**config.mk**
```make
export PLATFORM = sky130hd
export DESIGN_NAME = quoted_token_splitter_unit
export DESIGN_NICKNAME = d
export VERILOG_FILES = /design/src/rtl/qts_pkg.sv /design/src/rtl/quoted_token_splitter_unit.sv /design/src/rtl/qts_scan.sv
export SDC_FILE = /design/constraint.sdc
export NUM_CORES = 1
export LEC_CHECK = 0
export ABC_CLOCK_PERIOD_IN_PS = 5370
export BUFFER_PORTS_ARGS = -buffer_cell sky130_fd_sc_hd__buf_4
export CORE_UTILIZATION = 50
export CTS_CLUSTER_DIAMETER = 50
export DETAILED_ROUTE_END_ITERATION = 6
export MAX_ROUTING_LAYER = met4
export PLACE_DENSITY = 0.89
export SETUP_SLACK_MARGIN = 0.15
export SKIP_LAST_GASP = 1
export SYNTH_ARGS = -nofsm -noshare
export SYNTH_HDL_FRONTEND = slang
export SYNTH_SLANG_ARGS = --single-unit
```
**constraint.sdc**
```tcl
create_clock -name clk -period 5.37 [get_ports clk]
set_input_delay 1.611 -clock clk [delete_from_list [all_inputs] [get_ports clk]]
set_output_delay 1.611 -clock clk [all_outputs]
set_load 0.05 [all_outputs]
```
**src/rtl/qts_pkg.sv**
```systemverilog
package qts_pkg;

	localparam int MAX_TOKENS = 32;
	localparam int LINE_MAX   = 256;

	localparam int CH_W    = 8;
	localparam int TOKEN_W = 6;
	localparam int INDEX_W = 5;
	localparam int BYTES_W = 9;

	localparam logic [CH_W-1:0] CH_NUL   = 8'h00;
	localparam logic [CH_W-1:0] CH_SPACE = 8'h20;
	localparam logic [CH_W-1:0] CH_TAB   = 8'h09;
	localparam logic [CH_W-1:0] CH_QUOTE = 8'h22;
	localparam logic [CH_W-1:0] CH_BSL   = 8'h5c;

	localparam logic [2:0] ADDR_TOKEN_LIMIT = 3'd0;
	localparam logic [2:0] ADDR_LINE_LIMIT  = 3'd4;

	typedef enum logic [1:0] {
		ST_OK   = 2'd0,
		ST_LONG = 2'd1,
		ST_MANY = 2'd2
	} status_t;

	typedef enum logic [6:0] {
		M_BETWEEN    = 7'b0000001,
		M_WORD       = 7'b0000010,
		M_QSTART     = 7'b0000100,
		M_QBODY      = 7'b0001000,
		M_QESC_START = 7'b0010000,
		M_QESC       = 7'b0100000,
		M_SKIP       = 7'b1000000
	} mode_t;

	typedef struct packed {
		mode_t              mode;
		logic [TOKEN_W-1:0] tokens;
		logic [BYTES_W-1:0] bytes;
		status_t            err;
	} scan_state_t;

	typedef struct packed {
		logic               char_valid;
		logic [CH_W-1:0]    out_char;
		logic               token_start;
		logic [INDEX_W-1:0] token_index;
		logic               line_done;
		logic [TOKEN_W-1:0] token_count;
		status_t            status;
	} result_t;

endpackage

```
**src/rtl/quoted_token_splitter_unit.sv**
```systemverilog
// Channel   Dir  Handshake                  Payload
// s_axis    in   s_axis_tvalid/tready       tdata[7:0] = ch
// m_axis    out  m_axis_tvalid/tready       tdata = result fields, tlast = line_done
// apb       in   psel/penable/pwrite/pready token_limit @0x0, line_limit @0x4
//
// One request per cycle sustained while m_axis accepts; each byte waits in the input register
// (valid_s1/ch_s1), and the qts_scan result, with the mode update, is registered in result_q for m_axis.
// The input register absorbs one request while a result waits on m_axis.
// Reset clears the scan state, both valids and the limits to 32 and 256.
module quoted_token_splitter_unit (
	input  logic        clk,
	input  logic        arst_n,
	input  logic        s_axis_tvalid,
	output logic        s_axis_tready,
	input  logic [7:0]  s_axis_tdata,   // [7:0] ch
	output logic        m_axis_tvalid,
	input  logic        m_axis_tready,
	output logic [23:0] m_axis_tdata,   // [0] char_valid, [8:1] out_char, [9] token_start,
	                                    // [14:10] token_index, [20:15] token_count,
	                                    // [22:21] status, [23] zero
	output logic        m_axis_tlast,   // line_done
	input  logic        psel,
	input  logic        penable,
	input  logic        pwrite,
	input  logic [2:0]  paddr,
	input  logic [31:0] pwdata,
	output logic [31:0] prdata,
	output logic        pready
);
	import qts_pkg::*;

	logic                 valid_s1;
	logic [CH_W-1:0]      ch_s1;
	logic                 out_valid_q;
	result_t              result_q;
	scan_state_t          state_q;
	scan_state_t          state_nxt;
	result_t              result_nxt;
	logic [TOKEN_W-1:0]   token_limit_q;
	logic [BYTES_W-1:0]   line_limit_q;
	logic                 advance;
	logic                 take;
	logic                 cfg_wr;

	assign advance       = !out_valid_q || m_axis_tready;
	assign take          = valid_s1 && advance;
	assign s_axis_tready = !valid_s1 || advance;
	assign pready        = 1'b1;
	assign cfg_wr        = psel && penable && pwrite && pready;

	qts_scan u_scan (
		.ch          (ch_s1),
		.st          (state_q),
		.token_limit (token_limit_q),
		.line_limit  (line_limit_q),
		.nxt         (state_nxt),
		.res         (result_nxt)
	);

	always_ff @(posedge clk or negedge arst_n) begin
		if (!arst_n) begin
			valid_s1    <= 1'b0;
			out_valid_q <= 1'b0;
			state_q     <= '{mode: M_BETWEEN, tokens: '0, bytes: '0, err: ST_OK};
		end else begin
			if (s_axis_tready) begin
				valid_s1 <= s_axis_tvalid;
			end
			if (advance) begin
				out_valid_q <= valid_s1;
			end
			if (take) begin
				state_q <= state_nxt;
			end
		end
	end

	always_ff @(posedge clk) begin
		if (s_axis_tready && s_axis_tvalid) begin
			ch_s1 <= s_axis_tdata;
		end
		if (take) begin
			result_q <= result_nxt;
		end
	end

	always_ff @(posedge clk or negedge arst_n) begin
		if (!arst_n) begin
			token_limit_q <= TOKEN_W'(MAX_TOKENS);
			line_limit_q  <= BYTES_W'(LINE_MAX);
		end else if (cfg_wr) begin
			if (paddr[2] == ADDR_LINE_LIMIT[2]) begin
				line_limit_q <= pwdata[BYTES_W-1:0];
			end else begin
				token_limit_q <= pwdata[TOKEN_W-1:0];
			end
		end
	end

	always_comb begin
		if (paddr[2] == ADDR_LINE_LIMIT[2]) begin
			prdata = {{(32-BYTES_W){1'b0}}, line_limit_q};
		end else begin
			prdata = {{(32-TOKEN_W){1'b0}}, token_limit_q};
		end
	end

	assign m_axis_tvalid = out_valid_q;
	assign m_axis_tlast  = result_q.line_done;
	assign m_axis_tdata  = {1'b0, result_q.status, result_q.token_count, result_q.token_index,
	                        result_q.token_start, result_q.out_char, result_q.char_valid};

endmodule

```
**src/rtl/qts_scan.sv**
```systemverilog
module qts_scan (
	input  logic [qts_pkg::CH_W-1:0]    ch,
	input  qts_pkg::scan_state_t        st,
	input  logic [qts_pkg::TOKEN_W-1:0] token_limit,
	input  logic [qts_pkg::BYTES_W-1:0] line_limit,
	output qts_pkg::scan_state_t        nxt,
	output qts_pkg::result_t            res
);
	import qts_pkg::*;

	logic               blank;
	logic [TOKEN_W-1:0] tl_eff;
	logic [BYTES_W-1:0] ll_eff;
	logic [TOKEN_W-1:0] tok_m1;
	logic [INDEX_W-1:0] idx_cur;
	logic               at_limit;
	mode_t              end_mode;
	status_t            end_err;

	always_comb begin
		blank = (ch == CH_SPACE) || (ch == CH_TAB);
		if (token_limit == '0) begin
			tl_eff = TOKEN_W'(1);
		end else if (token_limit > TOKEN_W'(MAX_TOKENS)) begin
			tl_eff = TOKEN_W'(MAX_TOKENS);
		end else begin
			tl_eff = token_limit;
		end
		ll_eff   = (line_limit > BYTES_W'(LINE_MAX)) ? BYTES_W'(LINE_MAX) : line_limit;
		tok_m1   = st.tokens - TOKEN_W'(1);
		idx_cur  = tok_m1[INDEX_W-1:0];
		at_limit = (st.tokens >= tl_eff);
		end_mode = at_limit ? M_SKIP : M_BETWEEN;
		end_err  = at_limit ? ST_MANY : st.err;
	end

	always_comb begin
		nxt = st;
		res = '0;
		if (ch == CH_NUL) begin
			case (st.mode)
				M_WORD, M_QBODY, M_QESC: begin
					res.char_valid  = 1'b1;
					res.token_index = idx_cur;
				end
				M_QSTART, M_QESC_START: begin
					res.char_valid  = 1'b1;
					res.token_start = 1'b1;
					res.token_index = idx_cur;
				end
				default: ;
			endcase
			res.line_done = 1'b1;
			if (st.bytes >= ll_eff) begin
				res.status = ST_LONG;
			end else if (st.err != ST_OK) begin
				res.status = ST_MANY;
			end else begin
				res.token_count = st.tokens;
			end
			nxt.mode   = M_BETWEEN;
			nxt.tokens = '0;
			nxt.bytes  = '0;
			nxt.err    = ST_OK;
		end else begin
			if (st.bytes < BYTES_W'(LINE_MAX)) begin
				nxt.bytes = st.bytes + BYTES_W'(1);
			end
			case (st.mode)
				M_WORD: begin
					res.char_valid  = 1'b1;
					res.token_index = idx_cur;
					if (blank) begin
						nxt.mode = end_mode;
						nxt.err  = end_err;
					end else begin
						res.out_char = ch;
					end
				end
				M_QSTART: begin
					if (ch == CH_BSL) begin
						nxt.mode = M_QESC_START;
					end else if (ch == CH_QUOTE) begin
						res.char_valid  = 1'b1;
						res.token_start = 1'b1;
						res.token_index = idx_cur;
						nxt.mode        = end_mode;
						nxt.err         = end_err;
					end else begin
						res.char_valid  = 1'b1;
						res.out_char    = ch;
						res.token_start = 1'b1;
						res.token_index = idx_cur;
						nxt.mode        = M_QBODY;
					end
				end
				M_QBODY: begin
					if (ch == CH_BSL) begin
						nxt.mode = M_QESC;
					end else if (ch == CH_QUOTE) begin
						res.char_valid  = 1'b1;
						res.token_index = idx_cur;
						nxt.mode        = end_mode;
						nxt.err         = end_err;
					end else begin
						res.char_valid  = 1'b1;
						res.out_char    = ch;
						res.token_index = idx_cur;
					end
				end
				M_QESC_START: begin
					res.char_valid  = 1'b1;
					res.out_char    = ch;
					res.token_start = 1'b1;
					res.token_index = idx_cur;
					nxt.mode        = M_QBODY;
				end
				M_QESC: begin
					res.char_valid  = 1'b1;
					res.out_char    = ch;
					res.token_index = idx_cur;
					nxt.mode        = M_QBODY;
				end
				M_SKIP: ;
				default: begin
					if (blank) begin
						nxt.mode = M_BETWEEN;
					end else if (ch == CH_QUOTE) begin
						nxt.tokens = st.tokens + TOKEN_W'(1);
						nxt.mode   = M_QSTART;
					end else begin
						nxt.tokens      = st.tokens + TOKEN_W'(1);
						res.char_valid  = 1'b1;
						res.out_char    = ch;
						res.token_start = 1'b1;
						res.token_index = st.tokens[INDEX_W-1:0];
						nxt.mode        = M_WORD;
					end
				end
			endcase
		end
	end

endmodule

```
==> impl_metrics.toml, run 1 <==
[status]
run_status = "completed"

[sta]
slew_viol_final = 0
slew_headroom_pct = 52.1
min_period_over_period_pct = 73.2
period_needed_ns = 3.93
final_hold_viol_count = 0
skew_ns = 0.0157
setup_viol = 0
rsz0062_at_grt = "false"
whs_ns = 0.503
worst_pin_slew_ns = 0.716
max_freq_mhz = 255
setup_tns_ns = 0

[layout]
nets = 502
nFillCells = 636
fin_cells = 541
drive_gt1_share_pct = 26.2
area_delta_synth_final_pct = 16.1
fin_util_pct = 60.1
insertedDiodeCount = 0

[worst_setup_path]
worstSetupEndpointType = "output port"
path_max_fanout = 12
required_ns = 3.76
start_kind = "input port"
path_buf_inv = 2
crit_family = "buffers and inverters"
cp_common_cell = "buf_4"
worstSetupPathType = "in2out"
cpPeakStageDelay_ns = 0.35
cp_slowest_cell = "mux2_2"
arrival_ns = 2.32
crit_chain = "buf_4 > mux2_2 > buf_4"

[yosys]
ys_dominant_reg_cell = "dfrtp_1"
synth.avg_cell_area_sq_um = 10.8
synth_compound_area_share_pct = 10.4
yosysSeqAreaShare_pct = 49.1
netlist_area_sq_um = 4000
ys_warn_count = 0
synth.area.top_cells = "edfxtp_1, dfrtp_1, mux2_2, ha_1, buf_4"
async_reset_ff_share_pct = 55.6
synth_top_family_by_area = "simple AND/OR/NAND/NOR gates"
yosysTopAreaCell = "edfxtp_1"
ys_ff_latch = 72
synthSimpleGateAreaFrac_pct = 19.7
synth_edf_count = 32
syn_inst = 372
synth_cell_types = 59
synth_fa_ha_area_share_pct = 5.63
yosysMostFrequentCell = "dfrtp_1"
synth_xor_area_share_pct = 1.31
synth_common_cells = "dfrtp_1, nand2_1, edfxtp_1, buf_4, mux2_2"
muxShareOfSynthArea_pct = 7.00
synthDominantCellAreaShare_pct = 24.0

[placed_design]
dp_hpwl_um = 5600
post-place-cells = 525
gp_congestion = 0.893
io_buffer_count = 59

[global_routing]
track_usage_pct = 20.3
grt_pass1_wl_um = 12800
antenna_found_initial = 0
overflow = 0
grt_pass1_vias = 2757
grt_start_max_net_pins = 41

[power_and_ir_drop]
leakage_uw = 0.00203
ir_worst_vdd_uv = 185
power.density_nw_per_um2 = 440
power_uw = 2040

[die]
die_x_um = 91.5
fp.coreArea_sq_um = 7730
rows = 32
dieArea_sq_um = 8360
io_pins = 110
die_h_um = 91.5
start_util_pct = 51.8

[detailed_routing]
drc = 0
vias = 2915
drtIter0Drc = 163
drtAntennaViolNets = 0
viasPerCell = 5.39
routedWlPerCell_um = 14.2
routed_wirelength_um = 7690
dr.pass1.iters = 5

[cts]
cts.sinks = 72
clock_latency_ns = 0.36
h-tree-depth = 3
cts_resized = 0
cts_tree = "yes"
postCtsHoldBufs = 0
clkTransAtPathRegs_ns = 0.07
cts-root-buf = "clkbuf_8"
cts_buffer_depth = 2
cts_buffers = 9
post_cts_buffers = 0

[min_path]
hold_path_class = "reg2reg"

[run]
maxCapViolCount = 0
## cell families (layout without fill, tap and decap cells)
| family | count (synthesis) | count (layout) |
|---|---|---|
| buffers and inverters | 44 | 88 |
| DFF | 72 | 72 |
| other | 2 | 25 |
| adders and majority gates | 18 | 18 |
| and+or+nand+nor | 140 | 140 |
| AOI/OAI and AO/OA | 65 | 65 |
| muxes | 25 | 25 |
| xor gates and xnor gates | 6 | 6 |
## flip-flops by register name (all words and copies together) (netlist names)
name and cells:
ch_s1 8, m_axis_tlast 1, valid_s1 1, m_axis_tdata 23, m_axis_tvalid 1, state_q 23
line_limit_q 9, token_limit_q 6
## worst register-to-register path, delay by kind of cell, from the launching register on
family	cells	cell delay (ns)
DFF	1	0.55
AOI/OAI and AO/OA	3	0.66
and+or+nand+nor	3	0.62
buffers and inverters	1	0.20
adders and majority gates	1	0.25
## report_power, final
group          internal [uW]  switching [uW]
Combinational            300             503
Clock                    228             206
Sequential               705             102
Total                   1230             811
## worst paths after layout
| kind | startpoint | to | slack, ns | depth (start not counted) |
|---|---|---|---|---|
| worst max-delay path | paddr[2] | prdata[4] | 1.44 | 3 |
| worst min-delay path | valid_s1 | m_axis_tvalid | 0.50 | 1 |
| worst max register to register | line_limit_q[8] | m_axis_tdata[19] | 2.90 | 8 |
| worst min register to register | valid_s1 | m_axis_tvalid | 0.50 | 1 |
| max in group asynchronous | arst_n | state_q[17] | 3.78 | 1 |
| min in group asynchronous | arst_n | token_limit_q[1] | 1.21 | 1 |
## area by class of cell
type                       count  area [sq um]  area share (%)
multi-input combinational    279          1860            40.0
tap                          102           128            2.75
clock buffer                  11           141            3.04
inverter                      12          50.0            1.08
clock inverter                 5          55.1            1.18
timing repair buffer          60           450            9.69
sequential                    72          1970            42.3
## through the flow
stage	setup WS, ns	instance area, sq um
floorplan	0.848	4090
finish	1.44	4650
detailed placement	1.45	4450
global placement	1.45	4450
global route	1.42	4650
CTS	1.44	4650
## routing by layer
metal	vias up	global-route usage, %	wire [um]	share of wire (%)
met5	-	-	0	0
met4	0	10.2	170	2.2
met3	13	3.18	342	4.4
met2	90	33.0	3880	50
met1	1388	24.7	3300	43
li1	1424	-	-	-
## layout by cell type (no fill, tap or decap), drive strengths merged, types with 4 or more instances in the layout
master  netlist  layout
nand3        10      10
nor2b         8       8
or3           8       8
clkinv        3       5
nand4         4       4
mux2         24      24
o22ai         4       4
inv           9      11
buf          27      60
nand2b       11      11
o21ai        18      18
nor4          7       7
nand2        34      34
nor2         23      23
dfrtp        37      37
nor3          9       9
conb          2      25
edfxtp       32      32
o21a          4       4
and3          6       6
a21o          6       6
clkbuf        5      11
and2          6       6
ha           18      18
nor3b         4       4
a21oi        16      16
Note: power is estimated with default switching activity, not from simulation.
==> run 2: changes to the inputs <==
Settings changed: ABC_CLOCK_PERIOD_IN_PS 5370 to 3380, CORE_UTILIZATION 50 to 48.
Clock period 5.37 ns to 3.38 ns, I/O delays scaled along.
==> run 2 against run 1 <==
  * Clock power increased by 89%
  * Routed wire length rose by 5.0%
  * First-iteration DRC count increased by 15%
  * Combinational power rose by 62%
  * Count of clock-buffer cells in the layout stayed put
  * Critical path type unchanged
==> impl_metrics.toml, run 2 (synthesis gave the netlist of run 1 again) <==
[status]
run_status = "completed"

[die]
start_util_pct = 50.7
dieArea_sq_um = 8700
io_pins = 110
fp.coreArea_sq_um = 7890
die_x_um = 93.3
die_h_um = 93.3
rows = 32

[sta]
min_period_over_period_pct = 80.8
max_freq_mhz = 366
slew_headroom_pct = 52.9
finalWorstSetupSlack_ns = 0.648
whs_ns = 0.517
period_needed_ns = 2.73
skew_ns = 0.0107
final_hold_viol_count = 0
setup_tns_ns = 0
rsz0062_at_grt = "false"
setup_viol = 0
worst_pin_slew_ns = 0.704
slew_viol_final = 0

[detailed_routing]
routed_wirelength_um = 8080
drtIter0Drc = 187
vias = 2995
drtAntennaViolNets = 0
drc = 0
routedWlPerCell_um = 14.9
viasPerCell = 5.54
dr.pass1.iters = 4

[global_routing]
grt_pass1_wl_um = 13300
grt_start_max_net_pins = 41
antenna_found_initial = 0
overflow = 0
grt_pass1_vias = 2848
track_usage_pct = 20.4

[power_and_ir_drop]
ir_worst_vdd_uv = 247
seq_power_share_pct = 37.8
leakage_uw = 0.00205
p_sw_uw = 1330
p_clk_share_pct = 24.0
switching_share_pct = 38.9
power.density_nw_per_um2 = 726
power_frac_comb_pct = 38.2
p_int_uw = 2080

[placed_design]
post_dp_cell_area_sq_um = 4450
gp_congestion = 0.965
io_buffer_count = 59
dp_hpwl_um = 5990
dp_slack_ns = 0.539

[layout]
regArea_sq_um = 1970
insertedDiodeCount = 0
area_delta_synth_final_pct = 17.4
multiInputGateArea_sq_um = 1860
layout_common_cells = "buf_4, dfrtp_1, nand2_1"
nets = 502
nFillCells = 645
final_area_sq_um = 4700
final_common_cell = "buf_4"
fin_util_pct = 59.6
drive_gt1_share_pct = 26.4

[worst_setup_path]
r2r_slack_ns = 0.85
cpPeakStageDelay_ns = 0.35
path_max_fanout = 12
reg2reg_depth = 8
crit-reg2reg-capture = "m_axis_tdata[19]"
required_ns = 2.37
crit-reg2reg-launch = "line_limit_q[8]"
start_kind = "input port"
cp_common_cell = "buf_4"
arrival_ns = 1.72
cp_slowest_cell = "mux2_2"
worstSetupEndpointType = "output port"
startpoint = "paddr[2]"
crit_chain = "buf_4 > mux2_2 > buf_4"
worstSetupPathType = "in2out"

[cts]
h-tree-depth = 3
cts-root-buf = "clkbuf_8"
clock_latency_ns = 0.36
cts_tree = "yes"
clkTransAtPathRegs_ns = 0.07
postCtsHoldBufs = 0
cts_buffers = 9
cts.sinks = 72
cts_resized = 0
post_cts_buffers = 0
cts_buffer_depth = 2

[min_path]
worstHoldPathCells = 1
worstHoldEndpoint = "m_axis_tvalid"
hold_path_class = "reg2reg"
hold_start = "valid_s1"

[run]
maxCapViolCount = 0
run 2: cell types whose count changed in the layout (fill, tap and decap cells not counted), sizes merged:
cell | before | now
bufinv | 1 | 2
clkinv | 5 | 4
clkinvlp | 0 | 1
inv | 11 | 10
run 2: metrics by stage:
step | instances | total power, uW
after floorplan | 395 | 2280
after global placement | 525 | 2530
after detailed placement | 525 | 2600
after CTS | 541 | 3410
after global routing | 541 | 3590
final | 541 | 3410
run 2: how the worst max path moves through the flow:
stage | cells past startpoint | end
floorplan | 6 | state_q[19]
global route | 3 | prdata[3]
CTS | 3 | prdata[0]
global placement | 7 | state_q[20]
detailed placement | 7 | state_q[21]
finish | 3 | prdata[3]
run 2: layout make-up:
class                      instances  share of cell area [%]
sequential                        72                    41.8
multi-input combinational        279                    39.5
clock inverter                     5                    1.81
timing repair buffer              60                    9.59
clock buffer                      11                    3.46
tap                              102                    2.72
inverter                          12                    1.07
run 2: layer usage:
metal  GRT usage [%]  share of wire [%]  vias up
met4            9.87                2.1        0
li1                -                  -     1434
met5               -                  0        -
met1            24.4                 42     1448
met3            3.25                5.0       15
met2            33.6                 50       98
run 2: power by group through the flow:
| stage | clock (uW) | combinational (uW) | sequential (uW) |
|---|---|---|---|
| after floorplan | 0 | 851 | 1430 |
| after global placement | 0 | 1240 | 1300 |
| after detailed placement | 0 | 1290 | 1310 |
| after CTS | 823 | 1300 | 1290 |
| after global routing | 863 | 1410 | 1320 |
| final | 819 | 1300 | 1290 |
run 2: critical path: cells and delay by family:
kind     cells  cell delay, ns
mux          1            0.35
buf+inv      2            0.35
